[src/mecanum_odometry_top_defines.svh]
// ---------------------------------------------------------------------------
// Assertion macros for the mecanum odometry block
// Concurrent assertion wrappers, compiled out under synthesis.
// ---------------------------------------------------------------------------
`ifndef MECANUM_ODOMETRY_TOP_DEFINES_SVH
`define MECANUM_ODOMETRY_TOP_DEFINES_SVH
`ifndef SYNTHESIS
`define MO_ASSERT(label, clk, rst_n, prop, msg) \
  label: assert property (@(posedge clk) disable iff (!rst_n) prop) else $error(msg);
`define MO_ASSERT_NR(label, clk, prop, msg) \
  label: assert property (@(posedge clk) prop) else $error(msg);
`else
`define MO_ASSERT(label, clk, rst_n, prop, msg)
`define MO_ASSERT_NR(label, clk, prop, msg)
`endif
`endif

[src/mo_pkg.sv]
`timescale 1ns / 1ps
`default_nettype none
// ---------------------------------------------------------------------------
// Mecanum odometry package
// Shared types, constants and command structs.
// ---------------------------------------------------------------------------
package mo_pkg;
  localparam int FracBits = 16;
  localparam int CordicSteps = 16;
  localparam int StepW = 5;
  localparam int HeadW = 19;

  localparam logic [1:0] OP_VEL = 2'd0;
  localparam logic [1:0] OP_TICK = 2'd1;
  localparam logic [1:0] OP_ZERO = 2'd2;

  localparam logic signed [33:0] PI_Q30 = 34'sd3373259426;
  localparam logic signed [33:0] HALF_PI_Q30 = 34'sd1686629713;
  localparam logic signed [33:0] GAIN_Q30 = 34'sd652032874;
  localparam logic signed [33:0] PI_F = 34'sd205887;
  localparam logic signed [33:0] TWO_PI_F = 34'sd411774;
  // floor(2^RecipShift / TWO_PI_F), estimate of the turn count
  localparam logic [31:0] TWO_PI_RECIP = 32'd2734266628;
  localparam int RecipShift = 50;

  typedef enum logic [3:0] {
    ST_IDLE, ST_VSUM, ST_VMUL, ST_YDIV, ST_HDIV, ST_HMOD, ST_HWRAP, ST_CORDIC,
    ST_RMUL, ST_RSUM, ST_PDIVX, ST_PDIVY, ST_DONE
  } state_t;

  typedef struct packed {
    logic load;
    logic vsum;
    logic vmul;
    logic div_start;
    logic [1:0] div_sel;
    logic hmod;
    logic hwrap;
    logic cord_init;
    logic cord_step;
    logic rmul;
    logic rsum;
    logic zero_pose;
    logic out_load;
  } cmd_t;

  typedef struct packed {
    logic div_busy;
    logic [1:0] op;
    logic cord_last;
  } sts_t;

  function automatic logic [33:0] atan_q30(input logic [StepW-1:0] i);
    case (i)
      5'd0: atan_q30 = 34'd843314857;
      5'd1: atan_q30 = 34'd497837829;
      5'd2: atan_q30 = 34'd263043837;
      5'd3: atan_q30 = 34'd133525159;
      5'd4: atan_q30 = 34'd67021687;
      5'd5: atan_q30 = 34'd33543516;
      5'd6: atan_q30 = 34'd16775851;
      5'd7: atan_q30 = 34'd8388437;
      5'd8: atan_q30 = 34'd4194283;
      5'd9: atan_q30 = 34'd2097149;
      default: atan_q30 = 34'd1048576 >> (i - 5'd10);
    endcase
  endfunction
endpackage
`default_nettype wire

[src/mo_ctrl.sv]
`timescale 1ns / 1ps
`default_nettype none
// ---------------------------------------------------------------------------
// Mecanum odometry controller
// Sequences one item through the datapath and drives the handshakes.
// ---------------------------------------------------------------------------
module mo_ctrl
  import mo_pkg::*;
(
  input  wire logic clk,
  input  wire logic rst_n,
  input  wire logic in_fire,
  input  wire logic out_fire,
  input  wire sts_t sts,
  output cmd_t cmd,
  output logic in_ready,
  output logic out_valid,
  output logic res_load
);
  state_t state_r, state_nxt;
  logic ov_r, ov_nxt;
  logic entered_r;

  always_comb begin
    state_nxt = state_r;
    unique case (state_r)
      ST_IDLE: if (in_fire) state_nxt = ST_VSUM;
      ST_VSUM: begin
        unique case (sts.op)
          OP_VEL: state_nxt = ST_VMUL;
          OP_TICK: state_nxt = ST_HDIV;
          default: state_nxt = ST_DONE;
        endcase
      end
      ST_VMUL: state_nxt = ST_YDIV;
      ST_YDIV: if (entered_r && !sts.div_busy) state_nxt = ST_DONE;
      ST_HDIV: if (!sts.div_busy) state_nxt = ST_HMOD;
      ST_HMOD: state_nxt = ST_HWRAP;
      ST_HWRAP: state_nxt = ST_CORDIC;
      ST_CORDIC: if (sts.cord_last) state_nxt = ST_RMUL;
      ST_RMUL: state_nxt = ST_RSUM;
      ST_RSUM: state_nxt = ST_PDIVX;
      ST_PDIVX: if (entered_r && !sts.div_busy) state_nxt = ST_PDIVY;
      ST_PDIVY: if (entered_r && !sts.div_busy) state_nxt = ST_DONE;
      ST_DONE: if (!ov_r || out_fire) state_nxt = ST_IDLE;
      default: state_nxt = ST_IDLE;
    endcase
  end

  always_comb begin
    cmd = '0;
    unique case (state_r)
      ST_IDLE: cmd.load = in_fire;
      ST_VSUM: begin
        cmd.vsum = 1'b1;
        cmd.zero_pose = sts.op == OP_ZERO;
        cmd.div_start = sts.op == OP_TICK;
        cmd.div_sel = 2'd1;
      end
      ST_VMUL: begin cmd.vmul = 1'b1; end
      ST_YDIV: begin
        cmd.div_sel = 2'd0;
        cmd.div_start = !entered_r;
        cmd.out_load = entered_r && !sts.div_busy;
      end
      ST_HDIV: begin
        cmd.div_sel = 2'd1;
        cmd.out_load = !sts.div_busy;
      end
      ST_HMOD: begin cmd.hmod = 1'b1; end
      ST_HWRAP: begin cmd.hwrap = 1'b1; end
      ST_CORDIC: begin
        cmd.cord_init = !entered_r;
        cmd.cord_step = entered_r;
      end
      ST_RMUL: cmd.rmul = 1'b1;
      ST_RSUM: cmd.rsum = 1'b1;
      ST_PDIVX: begin
        cmd.div_sel = 2'd2;
        cmd.div_start = !entered_r;
        cmd.out_load = entered_r && !sts.div_busy;
      end
      ST_PDIVY: begin
        cmd.div_sel = 2'd3;
        cmd.div_start = !entered_r;
        cmd.out_load = entered_r && !sts.div_busy;
      end
      default: ;
    endcase
  end

  always_comb begin
    ov_nxt = ov_r;
    if (out_fire) ov_nxt = 1'b0;
    if (state_r == ST_DONE && (!ov_r || out_fire)) ov_nxt = 1'b1;
  end

  always_ff @(posedge clk) begin
    if (!rst_n) begin
      state_r <= ST_IDLE;
      ov_r <= 1'b0;
      entered_r <= 1'b0;
    end else begin
      state_r <= state_nxt;
      ov_r <= ov_nxt;
      entered_r <= (state_nxt == state_r) && (state_r != ST_IDLE);
    end
  end

  assign in_ready = state_r == ST_IDLE;
  assign out_valid = ov_r;
  assign res_load = state_r == ST_DONE && (!ov_r || out_fire);

  `include "mecanum_odometry_top_defines.svh"
  `MO_ASSERT(a_one_div, clk, rst_n, cmd.div_start |-> !sts.div_busy, "divider restarted")
  `MO_ASSERT(a_idle_accept, clk, rst_n, in_fire |=> state_r == ST_VSUM, "accept lost")
  `MO_ASSERT_NR(a_rst, clk, !rst_n |=> state_r == ST_IDLE, "reset state")
endmodule
`default_nettype wire

[config.mk]
export PLATFORM = sky130hd
export DESIGN_NAME = mo_ctrl
export DESIGN_NICKNAME = d
export VERILOG_FILES = /design/src/mo_pkg.sv /design/src/mo_ctrl.sv
export VERILOG_INCLUDE_DIRS = /design/src /design/src/src
export SDC_FILE = /design/constraint.sdc
export NUM_CORES = 1
export LEC_CHECK = 0
export ABC_AREA = 1
export BUFFER_PORTS_ARGS = -buffer_cell sky130_fd_sc_hd__buf_4
export CORE_AREA = 8 8 48 50
export DETAILED_ROUTE_END_ITERATION = 7
export DIE_AREA = 0 0 56 58
export MAX_ROUTING_LAYER = met4
export PLACE_DENSITY = 0.69
export SLEW_MARGIN = 10
export SYNTH_ARGS = -nofsm -noshare
export SYNTH_HDL_FRONTEND = slang
export SYNTH_SLANG_ARGS = --single-unit
[constraint.sdc]
create_clock -name clk -period 1.2 [get_ports clk]
set_input_delay 0.24 -clock clk [delete_from_list [all_inputs] [get_ports clk]]
set_output_delay 0.24 -clock clk [all_outputs]
set_load 0.01 [all_outputs]
### After elaboration in Yosys (flattened, before gate mapping)

Cells that the tools add are included.

* logic and storage cells: 54
* bits of input ports: 8
* output and inout port bits: 17
* flip-flop bits (word level): 6

* equality and inequality tests: 15
* mux-type cells: 22
* reductions and logical operators: 14

Operator list (number)
* $pmux W4 S12: 1
* $mux W4: 6
* $eq A4 B4 Y1 const B: 5
* $eq A4 B3 Y1 const B: 4
* $mux W1: 10
* $eq A4 B2 Y1 const B: 2
* $pmux W4 S2: 1
* $pmux W2 S3: 1
* $eq A4 B1 Y1 const B: 1
* $eq A4 B4 Y1: 1
* $logic_not A4 Y1: 1
* $pmux W1 S2: 2
* $reduce_bool A4 Y1: 1
* $reduce_or A2 Y1: 2
* $logic_and A1 B1 Y1: 3
* $logic_not A1 Y1: 3
* $reduce_or A3 Y1: 1
* $eq A2 B1 Y1 const B: 1
* $eq A2 B2 Y1 const B: 1
* $logic_not A2 Y1: 1
* $mux W2: 1
* $reduce_bool A2 Y1: 1
* $logic_or A1 B1 Y1: 1

### Logic depth before layout (Yosys ltp)

Gate-level depths: netlist of run 1.

* word-level depth: 6
* depth in mapped cells: 10

### Least setup slack after synthesis of run 1

OpenSTA, ideal clock, no wires.

* path kind: flip-flop to output port
* from: register state_r[3]
* to: output port cmd[10] (netlist bit)
* arrival: 1303 ps
* stages on the path, launching flop included: 6
* required time: 960 ps
* setup slack: -343 ps
* cells stage by stage: dfxtp_1 -> nor2_2 -> inv_1 -> nor2_1 -> inv_1 -> o32ai_1

RTL lines
* start, declared: RTL line mo_ctrl.sv:20 `state_t state_r, state_nxt;`
* start signal, assigned: RTL line mo_ctrl.sv:104 `state_r <= state_nxt;`
* end, declared: RTL line mo_ctrl.sv:15 `output cmd_t cmd,`

==> impl_metrics.tcl, run 1 <==
set metrics [dict create \
    pwr_density_cell_nw_per_um2 2430 \
    firstDrtPassIters 4 \
    worst_slew_pin_slew_ps 321 \
    critical_path.max_stage_delay_ps 390 \
    clock_latency_ps 250 \
    nNetsFinal 195 \
    num_io_pins 25 \
    syn_inst 115 \
    slew_violations 0 \
    mappedNetlistArea_um2 596 \
    place.detailed.hpwl_um 1860 \
    power_mw 3.74 \
    fin_worst_skew_ps 8.90 \
    root_buffer "clkbuf_4" \
    via_per_inst 5.72 \
    grt_pass1_wl_um 4260 \
    start_kind "flop" \
    min_period_ps 1650 \
    synth.area.top_cells "dfxtp_1 20%, nand2_1 20%, inv_1 14%" \
    cts_tree "built" \
    cts_max_level 1 \
    cts.sinks 6 \
    crit_arrival_ps 1410 \
    ys_seq_area_frac 0.202 \
    drive_gt1_frac 0.751 \
    worstSetupPathType "reg2out" \
    syn-num-nets 123 \
    tns_ps -6910 \
    synth_top_area_share 0.202 \
    gr-total-overflow 0 \
    cts_made_buffers 3 \
    min_path_type "in2reg" \
    register_area_um2 135 \
    drc_errors 0 \
    endpoint_kind "primary output" \
    setup_viol 21 \
    layout_commonest_cell "buf_4" \
    start_util 0.369 \
    synth_area_per_cell_um2 5.18 \
    antenna_left 0 \
    routed_wl_um 3990 \
    leakagePower_nw 0.804 \
    coreArea_um2 1610 \
    rsz0062_at_grt "yes" \
    clkSlewWorstSetupHoldPaths_ps 60 \
    n_antenna_cell 0 \
    dpl_cell_area_um2 1060 \
    design.die.area_um2 3250 \
    vias 1155 \
    crit_required_ps 960 \
    crit_slowest_cell "dfxtp_4" \
    die_h_um 58 \
    ys_ff_latch 6 \
    fill_cells 45 \
    clock_path_buffers 2 \
    multi_input_area_um2 681 \
    antenna_found_initial 0 \
    grt_max_degree 7 \
    gp_congestion 0.958 \
    die_x_um 56 \
    area_growth_pct 158 \
    final_cells 202 \
    fin_ws_ps -452 \
    ir_worst_vdd_mv 1.47 \
    max_freq_mhz 605 \
    track_usage 0.162 \
    whs_path_depth 3 \
    fin_crit_sh 1.38 \
    final_cell_mix "48 x buf_4, 19 x buf_6, 16 x nand2_1, 13 x nor2_4" \
    cp_cell_sequence "inv_2 -> nor2_4 -> inv_2 -> nor2_4 -> a21oi_4 -> o22ai_2 -> buf_4" \
    dpl.cell_count 185 \
    synth_cell_types 17 \
    grt_pass1_vias 976 \
    synth_largest_area_cell "dfxtp_1" \
    drt-wirelength-per-cell_um 19.7 \
    violations "negative setup slack" \
    outcome "complete, but fails checks" \
    rows 15 \
    holdBufCountCts 0 \
    drt_iter0_drc 82 \
    rr_worst_depth 11 \
    path_max_fanout 4 \
    final-hold-violation-count 0 \
    relSlewSlack 0.786 \
    ys_warn_count 0 \
    maxCapViolCount 0 \
    io_buffers 24 \
    design_area_um2 1540 \
]
[path summary, 6_finish.rpt]
check	startpoint	to	slack [ps]
max	state_r[3]	cmd[0]	-450
min	rst_n	state_r[1]	360
max reg2reg	state_r[2]	entered_r	-330
min reg2reg	out_valid	out_valid	710
[metrics by stage]
stage	hold WS [ps]	util	setup WS (ps)
after floorplan	435	-	-102
after global placement	569	0.655	-232
after detailed placement	560	0.655	-270
after CTS	300	0.769	-364
after global routing	384	0.951	-481
final	365	0.951	-452
[power by group]
| part | switching (mW) | leakage [nW] | internal (mW) |
|---|---|---|---|
| combinational | 1.59 | 0.738 | 1.48 |
| clock | 0.0876 | 0.0138 | 0.114 |
| sequential | 0.170 | 0.0518 | 0.298 |
[final cells by class]
type | count | share of cell area
inverters | 25 | 0.0660
clock buffers | 3 | 0.0147
repair buffers | 67 | 0.374
well taps | 17 | 0.0139
flip-flops and latches | 6 | 0.0880
multi-input cells | 84 | 0.443
[layer usage]
| metal | vias up | wire [um] | share of wire | track usage |
|---|---|---|---|---|
| met5 | - | 0 | 0 | - |
| met4 | 0 | 226 | 0.057 | 0.0481 |
| met3 | 28 | 401 | 0.10 | 0.0524 |
| met2 | 105 | 1930 | 0.48 | 0.296 |
| met1 | 525 | 1430 | 0.36 | 0.160 |
| li1 | 497 | - | - | - |
[cell families (layout without fill, tap and decap cells)]
logic type | Yosys count | in the layout | synth area share
and+or+nand+nor | 74 | 74 | 0.542
buffers and inverters | 25 | 95 | 0.158
AOI/OAI and AO/OA | 10 | 10 | 0.0987
DFF | 6 | 6 | 0.202
[synthesized netlist by cell type]
| cell | number |
|---|---|
| a21oi_1 | 5 |
| a31oi_1 | 1 |
| dfxtp_1 | 6 |
| inv_1 | 23 |
| inv_2 | 2 |
| nand2_1 | 32 |
| nand3_1 | 13 |
| nand3b_1 | 1 |
| nor2_1 | 21 |
| nor2_2 | 4 |
| nor2_4 | 1 |
| nor3_1 | 1 |
| nor3_2 | 1 |
| o211ai_1 | 1 |
| o21ai_1 | 1 |
| o22ai_1 | 1 |
| o32ai_1 | 1 |
[timing repair]
item	4_1_cts	5_1_grt
endpoints found under the setup margin	21	21
setup buffers	5	11
resized for setup	38	62
pin swaps	13	14
[sequential cells by signal, summed over array words and instances (netlist names)]
signal / cells
entered_r: 1
state_r: 4
out_valid: 1
[worst max-delay path, delay by kind of cell (launching register included)]
family          cells  cell delay, ps
buf+inv             3             300
flops               1             390
simple gates        2             310
compound gates      2             170
Note: power is estimated with default switching activity, not from simulation.
==> run 2: changes to the inputs <==
Settings changed: CORE_AREA 8 8 48 50 to 8 8 46 48, DIE_AREA 0 0 56 58 to 0 0 54 56, PLACE_DENSITY 0.69 to 0.72.
Clock period 1.2 ns to 1.74 ns, I/O delays scaled along.
==> run 2 against run 1 <==
  * The run now ends clean
  * Core utilization down 33 points
  * Die area is 6.9% lower
  * Non-clock buffer count fell by 40
  * Clock skew is 6.2 ps lower
  * Routed wire length fell by 50%
  * Flip-flop and latch count unchanged
  * Sequential share of layout area rose by 5.5 points
==> impl_metrics.tcl, run 2 (synthesized netlist as in run 1, its figures left out) <==
set metrics [dict create \
    drt-wirelength-per-cell_um 12.4 \
    nNetsFinal 155 \
    crit_slowest_cell "dfxtp_4" \
    worst_slew_pin_slew_ps 283 \
    outcome "finished, final reports clean" \
    crit_arrival_ps 1340 \
    cp_cell_sequence "nor2_2 -> inv_1 -> nor2_2 -> inv_1 -> o32ai_2 -> buf_4" \
    drive_gt1_frac 0.352 \
    largest-register "state_r" \
    n_antenna_cell 0 \
    rows 14 \
    cts_tree "built" \
    io_buffers 24 \
    min_path_type "in2reg" \
    maxCapViolCount 0 \
    drc_errors 0 \
    via_per_inst 5.01 \
    final_cell_mix "31 x nand2_1, 27 x buf_4, 21 x inv_1, 18 x nor2_1, 13 x nand3_1" \
    root_buffer "clkbuf_4" \
    place.detailed.hpwl_um 1570 \
    endpoint_kind "primary output" \
    start_util 0.415 \
    gp_congestion 0.872 \
    cts.sinks 6 \
    max_freq_mhz 593 \
    slew_violations 0 \
    start_kind "flop" \
    ir_worst_vdd_mv 0.824 \
    critical_path.max_stage_delay_ps 360 \
    drt_iter0_drc 18 \
    grt_pass1_vias 701 \
    routed_wl_um 2000 \
    crit_required_ps 1390 \
    final-hold-violation-count 0 \
    num_io_pins 25 \
    power_mw 1.33 \
    fin_crit_sh 0.969 \
    vias 807 \
    pwr_density_cell_nw_per_um2 1490 \
    cts_max_level 1 \
    area_growth_pct 49.6 \
    worstSetupPathType "reg2out" \
    fin_util 0.620 \
    path_max_fanout 4 \
    grt_max_degree 8 \
    antenna_left 0 \
    clkSlewWorstSetupHoldPaths_ps 40 \
    dpl.cell_count 157 \
    antenna_found_initial 0 \
    cts_made_buffers 3 \
    firstDrtPassIters 4 \
    die_x_um 54 \
    die_h_um 56 \
    largest_reg_flops 4 \
    min_period_ps 1690 \
    rsz0062_at_grt "yes" \
    final_cells 161 \
    leakagePower_nw 0.522 \
    coreArea_um2 1440 \
    setup_viol 0 \
    gr-total-overflow 0 \
    clock_path_buffers 2 \
    fin_worst_skew_ps 2.66 \
    layout_commonest_cell "nand2_1" \
    relSlewSlack 0.811 \
    track_usage 0.130 \
    grt_pass1_wl_um 2990 \
    design.die.area_um2 3020 \
    clock_latency_ps 250 \
]
## run 2: cell type report
type | count | area, um^2
multi-input cells | 84 | 419
fillers | 159 | 546
inverters | 25 | 98.8
clock buffers | 3 | 22.5
well taps | 16 | 20.0
flip-flops and latches | 6 | 128
repair buffers | 27 | 203
## run 2: per-stage QoR
stage	area, um^2	TNS [ps]	setup slack [ps]	hold WS (ps)
finish	891	0	54.7	420
global route	891	-22.4	-20.0	446
CTS	857	0	14.5	408
detailed placement	811	0	147	579
global placement	811	0	204	577
floorplan	596	0	89.0	543
## run 2: layer usage
layer / vias up / global-route usage / wire length, um
met1: 350 / 0.132 / 850
met5: - / - / 0
li1: 417 / - / -
met2: 36 / 0.217 / 957
met3: 4 / 0.0321 / 161
met4: 0 / 0.0704 / 27
## run 2: critical path, delay by kind of cell, from the launching register on
| family | cells | cell delay (ps) |
|---|---|---|
| buffers and inverters | 3 | 310 |
| and+or+nand+nor | 2 | 230 |
| AOI/OAI and AO/OA | 1 | 190 |
| DFF | 1 | 360 |
## run 2: report_power, final
group	internal, mW	switching [mW]
Combinational	0.375	0.543
Sequential	0.196	0.0885
Clock	0.0781	0.0511
Total	0.648	0.683
## run 2: final timing paths
check / start / slack [ps] / cells past startpoint / endpoint
setup reg to reg: state_r[1] / 300 / 9 / entered_r
setup / recovery: state_r[3] / 50 / 6 / cmd[10]
hold reg to reg: out_valid / 590 / 4 / out_valid
hold / removal: out_fire / 420 / 4 / out_valid
## run 2: timing repair
action	4_1_cts	5_1_grt
hold buffers	0	0
pin swaps	0	2
gates resized for setup	8	10
setup buffers	1	0
setup endpoints to repair	3	5
==> run 3: changes to the inputs <==
Settings changed: CORE_AREA 8 8 46 48 to 8 8 48 50, DIE_AREA 0 0 54 56 to 0 0 56 58, PLACE_DENSITY 0.72 to 0.69.
Clock period 1.74 ns to 1.5 ns, I/O delays scaled along.
==> run 3 against run 2 <==
  * Via count grew 5.5%
  * Routed wire length up 11%
  * Clock-buffer cell count unchanged
  * Critical endpoint is now res_load
  * Cell area is 18% higher
  * Final cell count rose by 8.1%
  * Largest cell class unchanged
  * Critical path depth down 2
  * The run now ends with negative setup slack left
==> impl_metrics.tcl, run 3 (synthesized netlist as in run 1, its figures left out) <==
set metrics [dict create \
    place.detailed.hpwl_um 1600 \
    layout_commonest_cell "buf_4" \
    leakagePower_nw 0.600 \
    min_period_ps 1630 \
    root_buffer "clkbuf_4" \
    dpl_cell_area_um2 837 \
    rsz0062_at_grt "yes" \
    setup_viol 14 \
    die_h_um 58 \
    fill_cells 137 \
    path_max_fanout 6 \
    holdCritStartpoint "rst_n" \
    drt-wirelength-per-cell_um 12.7 \
    via_per_inst 4.89 \
    fin_crit_sh 1.09 \
    min_path_type "in2reg" \
    endpoint_kind "primary output" \
    maxCapViolCount 0 \
    final_cell_mix "35 x buf_4, 29 x nand2_1, 16 x inv_1, 14 x nor2_1, 11 x nand3_1" \
    largest-register "state_r" \
    die_x_um 56 \
    switching_power_mw 0.923 \
    nNetsFinal 167 \
    crit_start "state_r[1]" \
    cts_made_buffers 3 \
    worstSetupPathType "reg2out" \
    violations "negative setup slack" \
    gp_congestion 0.893 \
    vias 851 \
    cts_tree "built" \
    start_util 0.369 \
    max_freq_mhz 612 \
    relSlewSlack 0.806 \
    crit_required_ps 1200 \
    n_antenna_cell 0 \
    largest_reg_flops 4 \
    start_kind "flop" \
    clock_latency_ps 240 \
    fin_util 0.649 \
    clock_path_buffers 2 \
    combPwrFrac 0.748 \
    r2r-start "state_r[1]" \
    power_mw 1.92 \
    routed_wl_um 2210 \
    swShare 0.480 \
    cts_max_level 1 \
    slew_violations 0 \
    track_usage 0.128 \
    grt_pass1_vias 816 \
    drc_errors 0 \
    gr-total-overflow 0 \
    p_seq_frac 0.176 \
    fin_ws_ps -135 \
    drive_gt1_frac 0.484 \
    area_growth_pct 75.8 \
    grt_pass1_wl_um 3430 \
    intPower_mw 1.00 \
    design_area_um2 1050 \
    pre_cts_ws_ps 7.07 \
    power_frac_clock 0.076 \
    drt_iter0_drc 13 \
    grt_max_degree 8 \
    pwr_density_cell_nw_per_um2 1840 \
    fin_worst_skew_ps 5.12 \
    num_io_pins 25 \
    worst_slew_pin_slew_ps 290 \
    io_buffers 24 \
    antenna_found_initial 0 \
    cts.sinks 6 \
    outcome "complete, but fails checks" \
    crit_arrival_ps 1330 \
    final-hold-violation-count 0 \
    ir_worst_vdd_mv 1.01 \
    antenna_left 0 \
    holdWs_ps 384 \
    coreArea_um2 1610 \
    holdBufCountCts 0 \
    clkSlewWorstSetupHoldPaths_ps 50 \
    rows 15 \
    design.die.area_um2 3250 \
    firstDrtPassIters 5 \
]
-- run 3: cell count changes in the layout (fill, tap and decap cells not counted), moves of 2 or more --
cell     before  now
dfxtp_2       3    1
nand3_2       0    2
inv_1        21   16
nand3_1      13   11
buf_4        27   35
buf_6         0    4
dfxtp_4       1    3
nor2_2        5    7
nor2_4        3    5
nand2_1      31   29
nor2_1       18   14
inv_2         2    8
-- run 3: worst paths after layout --
check | cells after the start | to | slack, ps
worst max register to register | 9 | entered_r | 30
worst min register to register | 4 | out_valid | 610
worst max-delay path | 4 | res_load | -130
worst min-delay path | 3 | state_r[2] | 380
-- run 3: timing repair --
action                     4_1_cts  5_1_grt
setup endpoints to repair       13       16
pin swaps                        4        8
buffers inserted                 4        8
gates resized for setup         20       18
-- run 3: layer usage --
metal	wire length [um]	GRT usage	vias up
met5	0	-	-
met2	1140	0.223	34
met4	48	0.0756	0
li1	-	-	441
met3	143	0.0306	6
met1	881	0.128	370
-- run 3: metrics by stage --
stage | std cells | TNS (ps)
4_1_cts | 167 | -452
3_5_place_dp | 160 | 0
3_3_place_gp | 160 | 0
5_1_grt | 174 | -2150
2_1_floorplan | 115 | -3.76
6_report | 174 | -1020
-- run 3: worst max-delay path: stages, from the launching register on --
cell and delay, ps:
dfxtp_4 360, nor2_2 250, nand3_1 200, nor2_1 150
buf_4 140
-- run 3: final cells by class --
type                            count  area [um^2]  area share
Multi-Input combinational cell     84          467       0.446
Timing Repair Buffer               39          308       0.294
Sequential cell                     6          133       0.127
Inverter                           25         96.3      0.0920
Clock buffer                        3         22.5      0.0215
Tap cell                           17         21.3      0.0203
-- run 3: power groups by stage --
stage	Combinational [mW]	Clock [mW]	Sequential, mW
after global placement	1.02	0	0.301
after floorplan	0.629	0	0.286
after global routing	1.57	0.161	0.347
after CTS	1.17	0.155	0.329
final	1.44	0.147	0.338
after detailed placement	1.02	0	0.303
